`src/rtl/core/uvst_pkg.sv`:
```
// Shared types and codes for the unique value set table.
// Holds the request and response payloads and the controller/datapath interface.
// No dependencies.
package uvst_pkg;

   localparam int unsigned OP_W     = 2;
   localparam int unsigned VALUE_W  = 32;
   localparam int unsigned STATUS_W = 2;
   localparam int unsigned POS_W    = 6;
   localparam int unsigned COUNT_W  = 7;

   localparam logic [OP_W-1:0] OP_LOOKUP = 2'd0;
   localparam logic [OP_W-1:0] OP_INSERT = 2'd1;
   localparam logic [OP_W-1:0] OP_REMOVE = 2'd2;

   localparam logic [STATUS_W-1:0] ST_OK       = 2'd0;
   localparam logic [STATUS_W-1:0] ST_DUP      = 2'd1;
   localparam logic [STATUS_W-1:0] ST_NOTFOUND = 2'd2;
   localparam logic [STATUS_W-1:0] ST_FULL     = 2'd3;

   typedef struct packed {
      logic [OP_W-1:0]           operation;
      logic signed [VALUE_W-1:0] value;
   } req_type;

   typedef struct packed {
      logic [STATUS_W-1:0] status;
      logic [POS_W-1:0]    position;
      logic [COUNT_W-1:0]  entry_count;
   } rsp_type;

   // Controller to datapath
   typedef struct packed {
      logic load;    // capture the request, rewind the walk pointer
      logic scan;    // one step of the search walk
      logic shift;   // one step of the compaction walk
      logic commit;  // decide, update count and table, load the response
   } ctl_cmd_type;

   // Datapath to controller
   typedef struct packed {
      logic hit;       // entry just read equals the request value
      logic walk_end;  // no read in flight and pointer at the count
      logic remove;    // captured request is a remove
   } ctl_stat_type;

endpackage

```
`src/rtl/core/uvst_ctrl.sv`:
```
// Sequencing state machine for the unique value set table.
// Drives command strobes into uvst_datapath and owns the response valid flag.
// Depends on uvst_pkg.
module uvst_ctrl (
   input  logic                   clock,
   input  logic                   reset,
   input  logic                   req_valid,
   output logic                   req_ready,
   output logic                   rsp_valid,
   input  logic                   rsp_ready,
   input  uvst_pkg::ctl_stat_type stat,
   output uvst_pkg::ctl_cmd_type  cmd
);

   localparam logic [1:0] S_IDLE   = 2'd0;
   localparam logic [1:0] S_SCAN   = 2'd1;
   localparam logic [1:0] S_SHIFT  = 2'd2;
   localparam logic [1:0] S_FINISH = 2'd3;

   logic [1:0] state_ff;
   logic [1:0] state_in;
   logic       rsp_valid_ff;
   logic       rsp_valid_in;

   always_comb begin
      state_in  = state_ff;
      cmd       = '0;
      req_ready = 1'b0;
      case (state_ff)
         S_IDLE: begin
            req_ready = 1'b1;
            if (req_valid) begin
               cmd.load = 1'b1;
               state_in = S_SCAN;
            end
         end
         S_SCAN: begin
            cmd.scan = 1'b1;
            if (stat.hit) begin
               state_in = stat.remove ? S_SHIFT : S_FINISH;
            end else if (stat.walk_end) begin
               state_in = S_FINISH;
            end
         end
         S_SHIFT: begin
            cmd.shift = 1'b1;
            if (stat.walk_end) begin
               state_in = S_FINISH;
            end
         end
         S_FINISH: begin
            // hold until the response slot is free or being drained
            if (!rsp_valid_ff || rsp_ready) begin
               cmd.commit = 1'b1;
               state_in   = S_IDLE;
            end
         end
         default: begin
            state_in = S_IDLE;
         end
      endcase
   end

   always_comb begin
      if (cmd.commit) begin
         rsp_valid_in = 1'b1;
      end else if (rsp_ready) begin
         rsp_valid_in = 1'b0;
      end else begin
         rsp_valid_in = rsp_valid_ff;
      end
   end

   always_ff @(posedge clock) begin
      if (reset) begin
         state_ff     <= S_IDLE;
         rsp_valid_ff <= 1'b0;
      end else begin
         state_ff     <= state_in;
         rsp_valid_ff <= rsp_valid_in;
      end
   end

   assign rsp_valid = rsp_valid_ff;

endmodule

```
`src/rtl/core/uvst_datapath.sv`:
```
// Datapath of the unique value set table: entry memory, walk pointer,
// entry count and response register. Commanded by uvst_ctrl; depends on uvst_pkg.
module uvst_datapath #(
   parameter int unsigned CAPACITY = 64
) (
   input  logic                   clock,
   input  logic                   reset,
   input  uvst_pkg::req_type      req_data,
   input  uvst_pkg::ctl_cmd_type  cmd,
   output uvst_pkg::ctl_stat_type stat,
   output uvst_pkg::rsp_type      rsp_data
);

   localparam int unsigned IDX_W = (CAPACITY > 1) ? $clog2(CAPACITY) : 1;
   localparam int unsigned CNT_W = $clog2(CAPACITY + 1);

   logic [uvst_pkg::VALUE_W-1:0] entries_mem [CAPACITY];

   logic [uvst_pkg::OP_W-1:0]    op_ff;
   logic [uvst_pkg::VALUE_W-1:0] value_ff;
   logic [uvst_pkg::VALUE_W-1:0] rd_data_ff;
   logic [CNT_W-1:0]             count_ff;
   logic [CNT_W-1:0]             count_in;
   logic [CNT_W-1:0]             ptr_ff;
   logic [IDX_W-1:0]             src_ff;
   logic                         pend_ff;
   logic                         hit_ff;
   logic [IDX_W-1:0]             hit_idx_ff;
   uvst_pkg::rsp_type            rsp_ff;
   uvst_pkg::rsp_type            rsp_in;

   logic                         hit;
   logic                         ptr_lt_count;
   logic                         rd_en;
   logic                         full;
   logic                         wr_en;
   logic [IDX_W-1:0]             wr_addr;
   logic [uvst_pkg::VALUE_W-1:0] wr_data;
   logic                         ins_ok;
   logic [IDX_W-1:0]             pos_idx;
   logic [IDX_W+uvst_pkg::POS_W-1:0]   pos_wide;
   logic [CNT_W+uvst_pkg::COUNT_W-1:0] cnt_wide;

   assign hit          = pend_ff && (rd_data_ff == value_ff);
   assign ptr_lt_count = ptr_ff < count_ff;
   assign full         = count_ff == CNT_W'(CAPACITY);
   assign rd_en        = (cmd.shift || (cmd.scan && !hit)) && ptr_lt_count;

   assign stat.hit      = hit;
   assign stat.walk_end = !pend_ff && !ptr_lt_count;
   assign stat.remove   = op_ff == uvst_pkg::OP_REMOVE;

   // Commit decision
   always_comb begin
      ins_ok          = 1'b0;
      count_in        = count_ff;
      pos_idx         = '0;
      rsp_in.status   = uvst_pkg::ST_NOTFOUND;
      case (op_ff)
         uvst_pkg::OP_LOOKUP: begin
            if (hit_ff) begin
               rsp_in.status = uvst_pkg::ST_OK;
               pos_idx       = hit_idx_ff;
            end
         end
         uvst_pkg::OP_INSERT: begin
            if (hit_ff) begin
               rsp_in.status = uvst_pkg::ST_DUP;
            end else if (full) begin
               rsp_in.status = uvst_pkg::ST_FULL;
            end else begin
               rsp_in.status = uvst_pkg::ST_OK;
               ins_ok        = 1'b1;
               pos_idx       = count_ff[IDX_W-1:0];
               count_in      = count_ff + CNT_W'(1);
            end
         end
         uvst_pkg::OP_REMOVE: begin
            if (hit_ff) begin
               rsp_in.status = uvst_pkg::ST_OK;
               pos_idx       = hit_idx_ff;
               count_in      = count_ff - CNT_W'(1);
            end
         end
         default: begin
            rsp_in.status = uvst_pkg::ST_NOTFOUND;
         end
      endcase
      pos_wide           = {{uvst_pkg::POS_W{1'b0}}, pos_idx};
      cnt_wide           = {{uvst_pkg::COUNT_W{1'b0}}, count_in};
      rsp_in.position    = pos_wide[uvst_pkg::POS_W-1:0];
      rsp_in.entry_count = cnt_wide[uvst_pkg::COUNT_W-1:0];
   end

   // Single write port: append on insert, otherwise move an entry down one place
   always_comb begin
      if (cmd.commit && ins_ok) begin
         wr_en   = 1'b1;
         wr_addr = count_ff[IDX_W-1:0];
         wr_data = value_ff;
      end else begin
         wr_en   = cmd.shift && pend_ff;
         wr_addr = src_ff - IDX_W'(1);
         wr_data = rd_data_ff;
      end
   end

   always_ff @(posedge clock) begin
      if (wr_en) begin
         entries_mem[wr_addr] <= wr_data;
      end
      if (rd_en) begin
         rd_data_ff <= entries_mem[ptr_ff[IDX_W-1:0]];
      end
   end

   always_ff @(posedge clock) begin
      if (reset) begin
         count_ff <= '0;
         pend_ff  <= 1'b0;
      end else begin
         if (cmd.load) begin
            pend_ff <= 1'b0;
         end else if (cmd.scan && hit) begin
            pend_ff <= 1'b0;
         end else if (cmd.scan || cmd.shift) begin
            pend_ff <= rd_en;
         end
         if (cmd.commit) begin
            count_ff <= count_in;
         end
      end
   end

   always_ff @(posedge clock) begin
      if (cmd.load) begin
         op_ff    <= req_data.operation;
         value_ff <= req_data.value;
         ptr_ff   <= '0;
         hit_ff   <= 1'b0;
      end else if (cmd.scan && hit) begin
         // restart the walk just past the match for a possible compaction
         hit_ff     <= 1'b1;
         hit_idx_ff <= src_ff;
         ptr_ff     <= CNT_W'(src_ff) + CNT_W'(1);
      end else if (rd_en) begin
         src_ff <= ptr_ff[IDX_W-1:0];
         ptr_ff <= ptr_ff + CNT_W'(1);
      end
      if (cmd.commit) begin
         rsp_ff <= rsp_in;
      end
   end

   assign rsp_data = rsp_ff;

endmodule

```
`src/rtl/core/unique_value_set_table_unit.sv`:
```
// Top level of the unique value set table: a packed table of distinct 32-bit values.
// Instantiates uvst_ctrl and uvst_datapath; depends on uvst_pkg.
//
// Each request transaction carries an operation (lookup, insert if absent,
// remove if present) and a signed 32-bit value, and yields exactly one response
// transaction with a status, the entry position and the entry count after the
// operation. Entries live in a single-port-write, single-port-read memory of
// CAPACITY words, kept packed in slots 0 to count-1. The search walks the table
// one entry per cycle through the registered memory read. A remove then compacts
// the table, moving each later entry down one slot per cycle. A registered read
// comes ahead of each compare or move. The table memory needs no clearing after
// reset: only slots below the count are ever read. A finished response waits in
// an output register, and a new request is taken while it waits; the following
// response is held back until the register drains. Operation code 3 is treated
// as a miss.
module unique_value_set_table_unit #(
   parameter int unsigned CAPACITY = 64
) (
   input  logic              clock,
   input  logic              reset,
   input  logic              req_valid,
   output logic              req_ready,
   input  uvst_pkg::req_type req_data,
   output logic              rsp_valid,
   input  logic              rsp_ready,
   output uvst_pkg::rsp_type rsp_data
);

   uvst_pkg::ctl_cmd_type  cmd;
   uvst_pkg::ctl_stat_type stat;

   // Sequence load, search walk, compaction walk and commit
   uvst_ctrl u_ctrl (
      .clock     (clock),
      .reset     (reset),
      .req_valid (req_valid),
      .req_ready (req_ready),
      .rsp_valid (rsp_valid),
      .rsp_ready (rsp_ready),
      .stat      (stat),
      .cmd       (cmd)
   );

   // Hold the table, the count and the response payload
   uvst_datapath #(
      .CAPACITY (CAPACITY)
   ) u_datapath (
      .clock    (clock),
      .reset    (reset),
      .req_data (req_data),
      .cmd      (cmd),
      .stat     (stat),
      .rsp_data (rsp_data)
   );

endmodule

```
`config.mk`:
```
export PLATFORM = sky130hd
export DESIGN_NAME = unique_value_set_table_unit
export DESIGN_NICKNAME = d
export VERILOG_FILES = /design/src/rtl/core/uvst_pkg.sv /design/src/rtl/core/uvst_ctrl.sv /design/src/rtl/core/uvst_datapath.sv /design/src/rtl/core/unique_value_set_table_unit.sv
export SDC_FILE = /design/constraint.sdc
export NUM_CORES = 2
export LEC_CHECK = 0
export ABC_AREA = 1
export ABC_CLOCK_PERIOD_IN_PS = 15300
export BUFFER_PORTS_ARGS = -buffer_cell sky130_fd_sc_hd__buf_2
export CAP_MARGIN = 20
export CORE_UTILIZATION = 60
export CTS_BUF_LIST = sky130_fd_sc_hd__clkbuf_4 sky130_fd_sc_hd__clkbuf_8 sky130_fd_sc_hd__clkbuf_16
export DETAILED_ROUTE_END_ITERATION = 10
export PLACE_DENSITY_LB_ADDON = 0.12
export SYNTH_ARGS = -nofsm -noshare
export SYNTH_HDL_FRONTEND = slang
export SYNTH_SLANG_ARGS = --single-unit
```
`constraint.sdc`:
```
create_clock -name clock -period 15.3 [get_ports clock]
set_clock_uncertainty 0.1 [all_clocks]
set_input_delay 1.53 -clock clock [delete_from_list [all_inputs] [get_ports clock]]
set_output_delay 1.53 -clock clock [all_outputs]
set_load 0.1 [all_outputs]
```
== Word-level counts from Yosys, hierarchy flattened ==
Memory sizes are Yosys's and may differ from the RTL's. A register that Yosys moved wholly into a read port is not among the register bits.
Index checks and enable logic that the tools add are counted.

* Flip-flop bits (word level): 80
* Memory bits (writable): 2,048
* Input port bits: 38
* Memories: 1
* Logic and storage cells: 91

{| class="wikitable"
|+ Memories
! name !! words !! bits a word !! rd ports !! clocked after memory_dff !! write ports !! line !! source
|-
| u_datapath.entries_mem || 64 || 32 || 1 || 1 || 1 || uvst_datapath.sv:17 || <nowiki>logic [uvst_pkg::VALUE_W-1:0] entries_mem [CAPACITY];</nowiki>
|}

* Order comparisons: 1
* Add/sub/neg operators: 5
* Eq/ne operators: 9
* Reductions and logical operators: 23
* Bitwise operators: 2
* Mux-type cells: 37

{| class="wikitable"
|+ Operator list
! operator !! number
|-
| two-way mux 7 bit || 5
|-
| == test 32 bit || 1
|-
| two-way mux 32 bit || 1
|-
| two-way mux 6 bit || 4
|-
| two-way mux 1 bit || 16
|-
| adder 7 x 1 -> 7 bit, second input constant || 2
|-
| two-way mux 2 bit || 7
|-
| case mux 7 bit (2 select lines) || 1
|-
| case mux 6 bit (2 select lines) || 1
|-
| case mux 2 bit (4 select lines) || 1
|-
| adder 6 x 1 -> 7 bit, second input constant || 1
|-
| == test 7 bit, second input constant || 1
|-
| logical AND 1 bit || 7
|-
| < comparator 7 bit || 1
|-
| subtractor 7 x 1 -> 7 bit, second input constant || 1
|-
| == test 2 bit, second input constant || 3
|-
| subtractor 6 x 1 -> 6 bit, second input constant || 1
|-
| == test 2 x 1 -> 1 bit, second input constant || 2
|-
| logical NOT 1 bit || 4
|-
| logical NOT 2 bit || 2
|-
| case mux 2 bit (2 select lines) || 1
|-
| AND reduction 2 bit || 2
|-
| nonzero test 2 bit || 2
|-
| logical OR 1 bit || 3
|-
| other kinds (6) || 7
|}

== Longest topological paths before layout ==
* Depth in word-level cells: 8
* Gate-level depth with buffers: 19

== Cells and area by module ==
A second synthesis with hierarchy kept.

* Cell total of the unflattened synthesis: 6,621
* Area total of the unflattened synthesis: 85,887.4 um^2

{| class="wikitable"
|+ Modules (own cells, without submodules)
! module !! cells each !! instances !! area each (um^2)
|-
| uvst_datapath || 6,587 || 1 || 85,663.4
|-
| uvst_ctrl || 34 || 1 || 224.0
|}

== Least setup slack after synthesis ==
No wires, ideal clock.

* Path type: input port to flip-flop
* Start point: in rsp_ready
* End point: mem u_datapath.entries_mem[0][26] (netlist bit) (data pin)
* Buffers on the path: 2
* Cell stages on the path: 8
* Setup time: 702 ps
* Slack: 9,322 ps
* Data required time: 14,498 ps
* Data arrival time: 5,176 ps
* Cell sequence: inv_1 > nand2_1 > nand2_1 > inv_1 > nand3_2 > buf_2 > clkbuf_1 > o21ai_0

{| class="wikitable"
|+ RTL lines
! item !! line !! source
|-
| from (decl) || unique_value_set_table_unit.sv:25 || <nowiki>input logic rsp_ready,</nowiki>
|-
| to (decl) || uvst_datapath.sv:17 ||
|}

==> results.ini <==
[status]
outcome = complete, no violations

[synthesis]
yosysWarnings = 0
yosysUniqueCellTypes = 50
avgSynthCellArea_um2 = 12.9
synth_area_um2 = 85700
syn_inst = 6641
syn_nets = 6699
seq_area_frac_synth = 0.754
ys_ff_latch = 2160

[floorplan]
die_w_um = 380
io_pins = 55
core_area_um2 = 142000
start_util = 0.606
dieArea_um2 = 144000
fp-row-count = 138
fp.dieH_um = 380

[worst_setup_path]
worstSetupPathType = in2reg
crit_path_start_kind = input port
crit_fanout = 35
cp.required_ps = 15640
worstPathArrival_ps = 6060
setup.worst_path.end_class = flip-flop
r2r_slack_ps = 9610

[power_and_ir_drop]
report.power.total_mw = 17.9
leakage_nw = 31.0
clock_power_share = 0.282
p_sw_frac = 0.367
vdd_drop_max_uv = 190
power_density_nw_per_um2 = 187
p_int_mw = 11.3
p_switching_mw = 6.56
p_seq_frac = 0.404
p_comb_frac = 0.314

[cells_and_area]
drive_gt1_frac = 0.0969
final_cell_area_um2 = 95500
final_util = 0.674
nFillCells = 10000
multiInputGateArea_um2 = 19500
fin_nets = 6641
syn_to_final_growth_pct = 11.3
regArea_um2 = 64700

[job]
max-cap-violations = 0

[detailed_routing]
drtIter0Drc = 7685
first_pass_iters = 6
wire_per_inst_um = 27.4
dr_total_vias = 55700
viasPerCell = 6.44
remaining_drc_errors = 0
detail-route-antenna-nets = 0
wl_um = 237000

[global_routing]
grt_use_met1 = 0.482
antenna_found_initial = 15
grt-busiest-layer = met1
grt_max_degree = 259
track_usage = 0.322
overflow = 0
grt_pass1_vias = 50800
grt_use_met3 = 0.0622
use_met2 = 0.478
grt_pass1_wl_um = 340000

[cts]
cts_tree = built
post_cts_resized = 0
cts-buffers-inserted = 208
hold_buffers = 0
root_buffer = clkbuf_16
post_cts.repair.setup_buffers = 0
h-tree-depth = 4
cts.sinks = 2160
clk_latency_ps = 840
clk_pin_slew_ps = 60
clockBufferDepth = 3

[timing]
finalHoldViolCount = 0
fmax_mhz = 175
setup_tns_ps = 0
setup_violations = 0
fin_crit_sh = 0.374
slew_violations = 0
post-route-min-period_ps = 5720
timing.slew.headroom = 0.146
worst_pin_slew_ps = 1280
rsz0062_at_grt = no

[place]
port_buffers = 54
dp_hpwl_um = 130000
post_dp_cell_area_um2 = 88500
place.gp.congestion = 0.959

[min_path]
holdCritPathClass = reg2reg

==> layout make-up <==
class	instances	share of cell area
timing repair buffer	195	0.0181
clock inverter	120	0.0109
antenna	8	0.000210
clock buffer	259	0.0594
multi-input combinational	3905	0.204
tap	1890	0.0248
inverter	113	0.00480
sequential	2160	0.678
==> state kept, by name, indices dropped and copies added (netlist names) <==
| signal | cells |
|---|---|
| u_ctrl.state_ff | 2 |
| u_datapath.value_ff | 32 |
| u_datapath.ptr_ff | 7 |
| u_datapath.src_ff | 6 |
| u_datapath.op_ff | 2 |
| u_datapath.count_ff | 7 |
| u_datapath.pend_ff | 1 |
| u_datapath.hit_ff | 1 |
| u_datapath.rd_data_ff | 32 |
| u_datapath.rsp_data | 15 |
| u_datapath.hit_idx_ff | 6 |
| u_datapath.entries_mem | 2048 |
| u_ctrl.rsp_valid | 1 |
==> cells in the mapped netlist, drive strengths merged <==
library cell / instances / share of area
nand3: 26 / 0.0018
a31o: 1 / 0.00010
nor2: 1489 / 0.066
nor4: 1 / 0.000073
a2111oi: 2 / 0.00020
clkbuf: 318 / 0.014
nor3: 7 / 0.00047
ha: 20 / 0.0029
o21bai: 2 / 0.00018
nor3b: 1 / 0.000088
o221ai: 2 / 0.00020
and2: 2 / 0.00015
and3: 1 / 0.000073
nor4b: 1 / 0.00010
xor2: 5 / 0.00051
xnor2: 5 / 0.00051
o211ai: 4 / 0.00035
buf: 145 / 0.0090
clkinv: 2 / 0.00010
edfxtp: 2141 / 0.75
o21ai: 1362 / 0.080
a21oi: 33 / 0.0019
a211oi: 7 / 0.00061
o22ai: 633 / 0.046
o21a: 1 / 0.000088
nand2: 236 / 0.010
mux2i: 1 / 0.00012
a31oi: 11 / 0.00080
o32ai: 28 / 0.0029
dfxtp: 19 / 0.0044
or2: 9 / 0.00066
inv: 111 / 0.0049
nand4: 15 / 0.0012
==> placed cells by master, fill, tap and decap left out, drive strengths merged <==
cell type and count:
buf 194, nor2 1489, a31oi 11, ha 20, a2111oi 2, o32ai 28
xnor2 5, and2 2, nor4 1, mux2i 1, a211oi 7, dfxtp 19
o21ai 1362, nor4b 1, nand4 15, o22ai 633, edfxtp 2141, diode 8
a31o 1, or2 9, xor2 5, o221ai 2, nor3 7, o21a 1
nor3b 1, nand2 236, nand3 26, clkinv 94, clkinvlp 6, bufinv 16
o211ai 4, clkbuf 260, a21oi 33, inv 117, and3 1, o21bai 2
==> worst max-delay path, stage by stage <==
cell and delay [ps]:
buf_2 80, inv_1 30, nand2_1 90, nand2_1 230, inv_1 620, nand3_4 620, inv_1 620, or2_0 190
o21ai_2 110, nor2_1 130, inv_1 60, nor2_1 130, nand2_1 480, nor2_4 1040
==> through the flow <==
step	cells	hold WS (ps)	worst slack (ps)
CTS	8630	423	9660
global route	8644	467	9250
global placement	8238	413	8860
floorplan	6641	309	9320
detailed placement	8251	413	8800
finish	8650	425	9580
==> cell families after synthesis <==
logic type | count (synthesis) | synth area share
buf+inv | 576 | 0.0279
simple gates | 1788 | 0.0806
compound gates | 2086 | 0.133
fa+ha+maj | 20 | 0.00292
xor+xnor | 10 | 0.00102
mux | 1 | 0.000117
flops | 2160 | 0.754
==> routing by layer <==
metal  part of all wire  vias to the layer above
li1                   -                    24600
met1               0.41                    27500
met2               0.45                     3141
met3               0.11                      403
met4              0.034                       12
met5            0.00035                        -
==> power by group through the flow <==
stage / registers, mW / logic, mW / clock network, mW
2_1_floorplan: 7.30 / 3.25 / 0
3_3_place_gp: 7.32 / 5.34 / 0
3_5_place_dp: 7.32 / 5.45 / 0
4_1_cts: 7.19 / 5.48 / 5.07
5_1_grt: 7.20 / 5.96 / 5.29
6_report: 7.20 / 5.61 / 5.04
==> worst paths after layout <==
path,from,to,depth (start not counted)
setup reg to reg,u_datapath.ptr_ff[0],u_datapath.rd_data_ff[31],10
setup / recovery,rsp_ready,u_datapath.entries_mem[9][27],14
hold / removal,u_ctrl.rsp_valid,u_ctrl.rsp_valid,2
hold reg to reg,u_ctrl.rsp_valid,u_ctrl.rsp_valid,2
(Power assumes the default switching activity.)
